<file path="src/rtl/sfcc_pkg.sv">
package sfcc_pkg;

    localparam int BYTE_W     = 8;
    localparam int TEMP_W     = 12;
    localparam int HUMI_W     = 10;
    localparam int STATUS_W   = 2;
    localparam int POS_W      = 3;
    localparam int WORD_W     = 16;
    localparam int PROD_W     = 27;
    localparam int QUOT_W     = 11;

    localparam logic [BYTE_W-1:0]  CRC_POLY   = 8'h31;
    localparam logic [BYTE_W-1:0]  CRC_INIT   = 8'hFF;
    localparam logic [10:0]        TEMP_SPAN  = 11'd1750;
    localparam logic [9:0]         HUMI_SPAN  = 10'd1000;
    localparam logic [WORD_W:0]    FULL_SCALE = 17'd65535;
    localparam logic [TEMP_W-1:0]  TEMP_OFFSET = 12'd450;

    localparam logic [STATUS_W-1:0] STATUS_OK   = 2'd0;
    localparam logic [STATUS_W-1:0] STATUS_TBAD = 2'd1;
    localparam logic [STATUS_W-1:0] STATUS_HBAD = 2'd2;

    // frame byte positions
    localparam logic [POS_W-1:0] POS_T_HI  = 3'd0;
    localparam logic [POS_W-1:0] POS_T_LO  = 3'd1;
    localparam logic [POS_W-1:0] POS_T_CRC = 3'd2;
    localparam logic [POS_W-1:0] POS_H_HI  = 3'd3;
    localparam logic [POS_W-1:0] POS_H_LO  = 3'd4;
    localparam logic [POS_W-1:0] POS_H_CRC = 3'd5;

    // CRC-8, poly 0x31, MSB first, one byte
    function automatic logic [BYTE_W-1:0] crc8_feed(input logic [BYTE_W-1:0] crc,
                                                    input logic [BYTE_W-1:0] b);
        logic [BYTE_W-1:0] c;
        c = crc ^ b;
        for (int k = 0; k < BYTE_W; k++) begin
            if (c[BYTE_W-1])
                c = {c[BYTE_W-2:0], 1'b0} ^ CRC_POLY;
            else
                c = {c[BYTE_W-2:0], 1'b0};
        end
        return c;
    endfunction

    // x / 65535 for x < 2^27: x = q0*65536 + lo, so the remainder of q0*65535
    // is lo + q0, which stays below twice the divisor.
    function automatic logic [QUOT_W-1:0] div_full_scale(input logic [PROD_W-1:0] x);
        logic [QUOT_W-1:0] q0;
        logic [WORD_W:0]   rem;
        q0  = x[PROD_W-1:WORD_W];
        rem = {1'b0, x[WORD_W-1:0]} + {{(WORD_W+1-QUOT_W){1'b0}}, q0};
        return (rem >= FULL_SCALE) ? q0 + 1'b1 : q0;
    endfunction

endpackage

</file>
<file path="src/rtl/sfcc_rx_if.sv">
interface sfcc_rx_if
    import sfcc_pkg::*;
();
    logic              valid;
    logic              ready;
    logic [BYTE_W-1:0] rx_byte;
    logic              frame_start;

    modport source (output valid, output rx_byte, output frame_start, input ready);
    modport sink   (input valid, input rx_byte, input frame_start, output ready);
endinterface

</file>
<file path="src/rtl/sfcc_result_if.sv">
interface sfcc_result_if
    import sfcc_pkg::*;
();
    logic                       valid;
    logic                       ready;
    logic signed [TEMP_W-1:0]   temperature_tenths;
    logic [HUMI_W-1:0]          humidity_tenths;
    logic [STATUS_W-1:0]        frame_status;

    modport source (output valid, output temperature_tenths, output humidity_tenths,
                    output frame_status, input ready);
    modport sink   (input valid, input temperature_tenths, input humidity_tenths,
                    input frame_status, output ready);
endinterface

</file>
<file path="src/rtl/sensor_frame_crc_check_convert.sv">
// Decodes a six-byte temperature/humidity frame (temperature word, its CRC-8,
// humidity word, its CRC-8; words big-endian, CRC-8 poly 0x31 from 0xFF per
// word). One byte request is taken every cycle unless a stalled output holds a
// full capture register. After the sixth byte the frame passes the capture
// register and the scaling register, then one result request follows, carrying
// temperature in 0.1 degree units (1750*raw/65535 - 450), humidity in 0.1 percent
// units (1000*raw/65535) and a status: 0 ok, 1 temperature CRC bad (wins when both
// are bad), 2 humidity CRC bad; on a bad CRC both values read 0. frame_start
// restarts the byte count; after byte six the count wraps, so consecutive frames
// need no start flag. A stalled output holds the output and a full capture stage.
module sensor_frame_crc_check_convert
    import sfcc_pkg::*;
(
    input  logic          clk,
    input  logic          rst_n,
    sfcc_rx_if.sink       rx,
    sfcc_result_if.source result
);

    logic [POS_W-1:0]  pos;
    logic              rx_fire;
    logic              s1_advance;

    logic [POS_W-1:0]  byte_position_reg;
    logic [BYTE_W-1:0] crc_reg;
    logic [BYTE_W-1:0] high_byte_reg;
    logic [WORD_W-1:0] temp_raw_reg;
    logic [WORD_W-1:0] humi_raw_reg;
    logic              temp_ok_reg;

    logic                s1_valid_reg;
    logic [WORD_W-1:0]   s1_temp_reg;
    logic [WORD_W-1:0]   s1_humi_reg;
    logic [STATUS_W-1:0] s1_status_reg;

    logic                       out_valid_reg;
    logic signed [TEMP_W-1:0]   out_temp_reg;
    logic [HUMI_W-1:0]          out_humi_reg;
    logic [STATUS_W-1:0]        out_status_reg;

    logic [BYTE_W-1:0]   crc_fed;
    logic [PROD_W-1:0]   temp_prod;
    logic [PROD_W-1:0]   humi_prod;
    logic [QUOT_W-1:0]   temp_q;
    logic [QUOT_W-1:0]   humi_q;
    logic [TEMP_W-1:0]   temp_next;
    logic [HUMI_W-1:0]   humi_next;

    assign s1_advance = !out_valid_reg || result.ready;
    assign rx.ready   = !s1_valid_reg || s1_advance;
    assign rx_fire    = rx.valid && rx.ready;

    always_comb
    begin
        pos = byte_position_reg;
        if (rx.frame_start || pos > POS_H_CRC)
            pos = POS_T_HI;
    end

    // high bytes restart the CRC from its init value
    assign crc_fed = crc8_feed((pos == POS_T_HI || pos == POS_H_HI) ? CRC_INIT : crc_reg,
                               rx.rx_byte);

    always_ff @(posedge clk or negedge rst_n)
    begin
        if (!rst_n)
        begin
            byte_position_reg <= POS_T_HI;
            crc_reg           <= CRC_INIT;
            high_byte_reg     <= '0;
            temp_raw_reg      <= '0;
            humi_raw_reg      <= '0;
            temp_ok_reg       <= 1'b0;
        end
        else if (rx_fire)
        begin
            byte_position_reg <= (pos == POS_H_CRC) ? POS_T_HI : pos + 1'b1;
            case (pos)
                POS_T_HI, POS_H_HI:
                begin
                    crc_reg       <= crc_fed;
                    high_byte_reg <= rx.rx_byte;
                end
                POS_T_LO:
                begin
                    crc_reg      <= crc_fed;
                    temp_raw_reg <= {high_byte_reg, rx.rx_byte};
                end
                POS_H_LO:
                begin
                    crc_reg      <= crc_fed;
                    humi_raw_reg <= {high_byte_reg, rx.rx_byte};
                end
                POS_T_CRC:
                    temp_ok_reg <= (crc_reg == rx.rx_byte);
                default:
                begin
                end
            endcase
        end
    end

    // capture stage: raw words and status of a complete frame
    always_ff @(posedge clk or negedge rst_n)
    begin
        if (!rst_n)
            s1_valid_reg <= 1'b0;
        else if (rx.ready)
            s1_valid_reg <= rx_fire && (pos == POS_H_CRC);
    end

    always_ff @(posedge clk)
    begin
        if (rx_fire && pos == POS_H_CRC)
        begin
            s1_temp_reg <= temp_raw_reg;
            s1_humi_reg <= humi_raw_reg;
            if (!temp_ok_reg)
                s1_status_reg <= STATUS_TBAD;
            else if (crc_reg != rx.rx_byte)
                s1_status_reg <= STATUS_HBAD;
            else
                s1_status_reg <= STATUS_OK;
        end
    end

    // scaling: constant multiply, then divide by 65535 with one correction
    assign temp_prod = PROD_W'({5'd0, s1_temp_reg} * {16'd0, TEMP_SPAN});
    assign humi_prod = PROD_W'({4'd0, s1_humi_reg} * {17'd0, HUMI_SPAN});
    assign temp_q    = div_full_scale(temp_prod);
    assign humi_q    = div_full_scale(humi_prod);
    assign temp_next = {{(TEMP_W-QUOT_W){1'b0}}, temp_q} - TEMP_OFFSET;
    assign humi_next = humi_q[HUMI_W-1:0];

    always_ff @(posedge clk or negedge rst_n)
    begin
        if (!rst_n)
            out_valid_reg <= 1'b0;
        else if (s1_advance)
            out_valid_reg <= s1_valid_reg;
    end

    always_ff @(posedge clk)
    begin
        if (s1_advance && s1_valid_reg)
        begin
            out_status_reg <= s1_status_reg;
            if (s1_status_reg == STATUS_OK)
            begin
                out_temp_reg <= temp_next;
                out_humi_reg <= humi_next;
            end
            else
            begin
                out_temp_reg <= '0;
                out_humi_reg <= '0;
            end
        end
    end

    assign result.valid              = out_valid_reg;
    assign result.temperature_tenths = out_temp_reg;
    assign result.humidity_tenths    = out_humi_reg;
    assign result.frame_status       = out_status_reg;

endmodule
</file>
<file path="src/flat_wrapper.sv">
// flat-port wrapper written by rule: the top's interface ports become plain ports
module sensor_frame_crc_check_convert_flat import sfcc_pkg::*;
  (clk, rst_n, rx_valid, rx_rx_byte, rx_frame_start, rx_ready, result_valid, result_temperature_tenths, result_humidity_tenths, result_frame_status, result_ready);
  sfcc_rx_if rx_i ();
  sfcc_result_if result_i ();
  input  logic clk;
  input  logic rst_n;
  input wire logic [$bits(rx_i.valid)-1:0] rx_valid;
  input wire logic [$bits(rx_i.rx_byte)-1:0] rx_rx_byte;
  input wire logic [$bits(rx_i.frame_start)-1:0] rx_frame_start;
  output wire logic [$bits(rx_i.ready)-1:0] rx_ready;
  output wire logic [$bits(result_i.valid)-1:0] result_valid;
  output wire logic [$bits(result_i.temperature_tenths)-1:0] result_temperature_tenths;
  output wire logic [$bits(result_i.humidity_tenths)-1:0] result_humidity_tenths;
  output wire logic [$bits(result_i.frame_status)-1:0] result_frame_status;
  input wire logic [$bits(result_i.ready)-1:0] result_ready;
  assign rx_i.valid = rx_valid;
  assign rx_i.rx_byte = rx_rx_byte;
  assign rx_i.frame_start = rx_frame_start;
  assign rx_ready = rx_i.ready;
  assign result_valid = result_i.valid;
  assign result_temperature_tenths = result_i.temperature_tenths;
  assign result_humidity_tenths = result_i.humidity_tenths;
  assign result_frame_status = result_i.frame_status;
  assign result_i.ready = result_ready;
  sensor_frame_crc_check_convert u_core (.clk(clk), .rst_n(rst_n), .rx(rx_i), .result(result_i));
endmodule
</file>
<file path="config.mk">
export PLATFORM = sky130hd
export DESIGN_NAME = sensor_frame_crc_check_convert_flat
export DESIGN_NICKNAME = d
export VERILOG_FILES = /design/src/rtl/sfcc_pkg.sv /design/src/rtl/sfcc_rx_if.sv /design/src/rtl/sfcc_result_if.sv /design/src/rtl/sensor_frame_crc_check_convert.sv /design/src/flat_wrapper.sv
export SDC_FILE = /design/constraint.sdc
export NUM_CORES = 1
export LEC_CHECK = 0
export ABC_CLOCK_PERIOD_IN_PS = 9700
export BUFFER_PORTS_ARGS = -buffer_cell sky130_fd_sc_hd__buf_4
export CAP_MARGIN = 20
export CORE_MARGIN = 2
export CORE_UTILIZATION = 37
export DETAILED_ROUTE_END_ITERATION = 16
export SLEW_MARGIN = 20
export SYNTH_ARGS = -nofsm -noshare
export SYNTH_HDL_FRONTEND = slang
export SYNTH_SLANG_ARGS = --single-unit
export TNS_END_PERCENT = 20
</file>
<file path="constraint.sdc">
create_clock -name clk -period 9.7 [get_ports clk]
set_input_delay 0 -clock clk [delete_from_list [all_inputs] [get_ports clk]]
set_output_delay 0 -clock clk [all_outputs]
set_load 0.1 [all_outputs]
</file>
After elaboration in Yosys (flattened, before gate mapping):

Index checks and enable logic that the tools add are counted.

* logic and storage cells: 73
* flip-flop bits (word level): 112
* input port bits: 13
* output and inout bits: 26

* reductions and logical operators: 18
* multipliers: 2
* add/sub/neg operators: 6
* bitwise operators: 9
* multiplexer cells: 14
* equality and inequality tests: 7
* magnitude comparators: 3

Operators with widths (count)
* $mux 6: 8
* $ge 17x16->1 const B: 2
* $mul 16x10->26 const B: 1
* $not 3->3: 8
* $mul 16x7->23 const B: 1
* $add 16x10->17: 1
* $add 16x11->17: 1
* $sub 11x9->12 const B: 1
* $add 11x1->11 const B: 1
* $mux 11: 1
* $add 10x1->10 const B: 1
* $mux 10: 1
* $reduce_and 2->1: 5
* $eq 8x8->1: 1
* $mux 8: 1
* $ne 8x8->1: 1
* $xor 8x8->8: 1
* $eq 3x2->1 const B: 2
* $eq 3x3->1 const B: 2
* $mux 3: 2
* $logic_or 1x1->1: 4
* $reduce_or 4->1: 1
* $add 3x1->3 const B: 1
* $eq 3x1->1 const B: 1
* other kinds (7): 10

Logic depth before layout (Yosys ltp):

* word-level depth: 23
* depth in mapped cells: 36
* mapped depth without buffers: 35

Worst setup path after synthesis:

No wires, ideal clock.

* kind: flip-flop to flip-flop
* from: register u_core.s1_temp_reg[6]
* to: register u_core.out_temp_reg[11], in the netlist u_core.result.temperature_tenths[11], data pin
* arrival: 8.175 ns
* path slack: 1.369 ns
* clock period less this slack: 8.331 ns
* data required time: 9.543 ns
* stages on the path, launching flop included: 34
* setup time: 0.157 ns
* buffers on the path: 2
* cells stage by stage: edfxtp_1 > ha_1 > inv_1 > fa_1 > inv_1 > fa_1 > fa_1 > inv_1 > fa_1 > inv_1 > ha_1 > clkbuf_1 > nand2_1 > a21oi_1 > a221oi_2 > o221ai_2 > a21o_1 > a21o_1 > xnor2_1 > inv_1 > ha_1 > a211o_1 > a21oi_1 > nand2b_1 > or4_4 > nand3_1 > mux2_2 > a32o_1 > o31a_1 > buf_6 > or4_4 > xnor2_2 > or2_2 > nor3_1

* word-level cells in the longest chain between the ends: 5
* elaborated cells on any way between the ends: 6
* classes of those cells: add/sub (3); mul (1); order compare (1); mux (1)

RTL lines
* start, declared: line sensor_frame_crc_check_convert.sv:32 `logic [WORD_W-1:0] s1_temp_reg;`
* start signal, assigned: line sensor_frame_crc_check_convert.sv:116 `s1_temp_reg <= temp_raw_reg;`
* $mul 16x10->26 (*): line sensor_frame_crc_check_convert.sv:128 `assign temp_prod = PROD_W'({5'd0, s1_temp_reg} * {16'd0, TEMP_SPAN});`
* $add 16x11->17: line sfcc_pkg.sv:51 `rem = {1'b0, x[WORD_W-1:0]} + {{(WORD_W+1-QUOT_W){1'b0}}, q0};`
* $ge 17x16->1: line sfcc_pkg.sv:52 `return (rem >= FULL_SCALE) ? q0 + 1'b1 : q0;`
* $mux 11 (*): line sfcc_pkg.sv:52
* $sub 11x9->12 (*): line sensor_frame_crc_check_convert.sv:132 `assign temp_next = {{(TEMP_W-QUOT_W){1'b0}}, temp_q} - TEMP_OFFSET;`
* end signal, assigned: line sensor_frame_crc_check_convert.sv:150 `out_temp_reg <= temp_next;`
* end, declared: line sensor_frame_crc_check_convert.sv:37 `logic signed [TEMP_W-1:0] out_temp_reg;`

Mark *: on every way between the ends. The rest lies on a longest branch, timed or not.
A chain may end at the register's enable or synchronous reset.

Worst setup path after layout:

* from: register u_core.s1_temp_reg[2]
* to: register u_core.out_temp_reg[9], in the netlist u_core.result.temperature_tenths[9], data pin

The elaborated chain is that of the path after synthesis.

==> impl_metrics.json <==
{
  "status": "completed",
  "critPathTopFamily": "adder cells",
  "numPlacedInstances": 1694,
  "required_ps": 9900,
  "layout_commonest_cell": "inv_1",
  "io_pins": 39,
  "crit_slowest_cell": "or4_4",
  "postPlaceCellArea_mm2": 0.01332,
  "cts.clk_slew.worst_paths_ps": 80,
  "wl_um": 27270,
  "setup.worst_path.start": "u_core.s1_temp_reg[2]",
  "layout_common_cells": "inv_1 (171), ha_1 (163), fa_1 (113)",
  "yosysWarnings": 0,
  "tritoncts": "built",
  "finalHoldViolations": 0,
  "rows": 67,
  "min_to": "u_core.byte_position_reg[1]",
  "min_delay_path_depth": 4,
  "dr.pass1.iters": 5,
  "ant_nets": 0,
  "grt.overflow.total": 0,
  "drive_gt1_frac": 0.1192,
  "place_congestion": 0.8579,
  "postSynthNetCount": 1521,
  "grt_start_max_net_pins": 55,
  "yosys.area.top_type": "fa_1",
  "period_needed_ps": 9022,
  "relSlewSlack": 0.3546,
  "min_from": "rx_frame_start",
  "cts_buffer_depth": 2,
  "start_util": 0.3756,
  "synth-edff-count": 58,
  "synth_top_area_frac": 0.1801,
  "max_freq_ghz": 0.1108,
  "grt_util_all_layers": 0.1590,
  "vias": 8869,
  "r2r_slack_ps": 680,
  "crit_type": "flop to flop",
  "start_kind": "flop",
  "htree_levels": 3,
  "grt_pass1_wl_um": 45600,
  "synthTopCellsByArea": "fa_1 (18%), ha_1 (16%), edfxtp_1 (14%)",
  "grt_pass1_vias": 9008,
  "fp.dieH_um": 188.3,
  "n_antenna_cell": 0,
  "crit_buf_inv": 3,
  "final_cell_area_mm2": 0.01376,
  "max_stage_delay_ps": 580,
  "skew_ps": 7.331,
  "area_delta_synth_final_pct": 9.511,
  "root_buffer": "clkbuf_16",
  "reg2reg_depth": 32,
  "synth_area_mm2": 0.01256,
  "antenna_found_initial": 0,
  "core_mm2": 0.03345,
  "fin_nets": 1559,
  "wl_per_cell_um": 15.83,
  "tightest_slew_ps": 965.8,
  "fin_crit_sh": 0.9301,
  "portBuffers": 38,
  "syn_avg_cell_area_um2": 10.20,
  "cp_max_fo": 8,
  "drc_errors": 0,
  "hold_class": "primary input to flop",
  "synthCells": 1232,
  "ys_ff_latch": 112,
  "vias_per_cell": 5.147,
  "dp_hpwl_um": 22620,
  "die_w_um": 188.3,
  "setup_tns_ps": 0,
  "worstPathArrival_ps": 9220,
  "netlist-cell-type-count": 84,
  "maxSlewViolCount": 0,
  "clk_latency_ps": 360,
  "crit_top_cell": "ha_1",
  "synth_flop_cell": "edfxtp_1",
  "seq_area_frac_synth": 0.2470,
  "finalSetupViolCount": 0,
  "ys_async_sr_fraction": 0.4821,
  "cts.sinks": 112,
  "die_area_mm2": 0.03545,
  "regToRegEndpoint": "u_core.result.temperature_tenths[9]",
  "drt-initial-drc-count": 506,
  "stdcell_count": 1723,
  "rsz0062_at_grt": "no",
  "cp-end-kind": "flop",
  "numCtsBuffers": 9,
  "cap_violations": 0,
  "r2r-start": "u_core.s1_temp_reg[2]",
  "finalCoreUtilization": 0.4113
}
tightest hold or removal path, delay by kind of cell:
family          cells  cell delay [ps]
simple gates        2               90
compound gates      1              140
buf+inv             1              110
cell usage after synthesis (37+ instances only):
cell	count
xor2_1	40
mux2_2	45
ha_1	163
xnor2_1	61
o21ai_0	37
inv_1	171
dfrtp_1	46
nand2_1	59
edfxtp_1	58
nor2_1	61
a21oi_1	54
fa_1	113
through the flow:
step / setup WS, ps / hold slack [ps]
2_1_floorplan: 1369 / -295.6
3_3_place_gp: 345.2 / 95.53
3_5_place_dp: 182.3 / 97.23
4_1_cts: 117.2 / 0.04499
5_1_grt: 20.69 / 49.61
6_report: 677.6 / 20.75
worst max path at each step:
| stage | end | slack, ps | cells after the start |
|---|---|---|---|
| floorplan | u_core.result.temperature_tenths[11] | 1370 | 33 |
| global placement | u_core.result.temperature_tenths[5] | 350 | 32 |
| detailed placement | u_core.result.temperature_tenths[9] | 180 | 32 |
| CTS | u_core.result.temperature_tenths[9] | 120 | 32 |
| global route | u_core.result.temperature_tenths[11] | 20 | 32 |
| finish | u_core.result.temperature_tenths[9] | 680 | 32 |
repair_timing:
action	4_1_cts	5_1_grt
setup endpoints to repair	0	10
hold buffers	10	0
setup buffers	0	3
gates resized for setup	0	4
hold endpoints to repair	71	0
cell families (layout without fill, tap and decap cells):
group,Yosys count,in the layout,synth area share
fa+ha+maj,276,276,0.3424
simple gates,273,273,0.1116
compound gates,211,211,0.1153
buf+inv,203,246,0.06304
flops,112,112,0.2470
xor+xnor,103,103,0.07300
mux,54,54,0.04761
final cells by class:
| class | count | area [um2] |
|---|---|---|
| well taps | 448 | 560.5 |
| fillers | 3229 | 19690 |
| repair buffers | 58 | 460.4 |
| flip-flops and latches | 112 | 3103 |
| clock inverters | 6 | 50.05 |
| clock buffers | 10 | 229.0 |
| inverters | 172 | 645.6 |
| multi-input cells | 917 | 8710 |
routing by layer:
metal | up-vias | routed length [um] | track usage
li1 | 4332 | - | -
met1 | 4324 | 13330 | 0.2234
met2 | 184 | 12450 | 0.2590
met3 | 29 | 1076 | 0.02663
met4 | 0 | 419 | 0.03150
met5 | - | 0 | 0
Power is left out: the tool's default activity adds up to more than one toggle a clock period on the data nets, which glitch-free logic cannot reach.
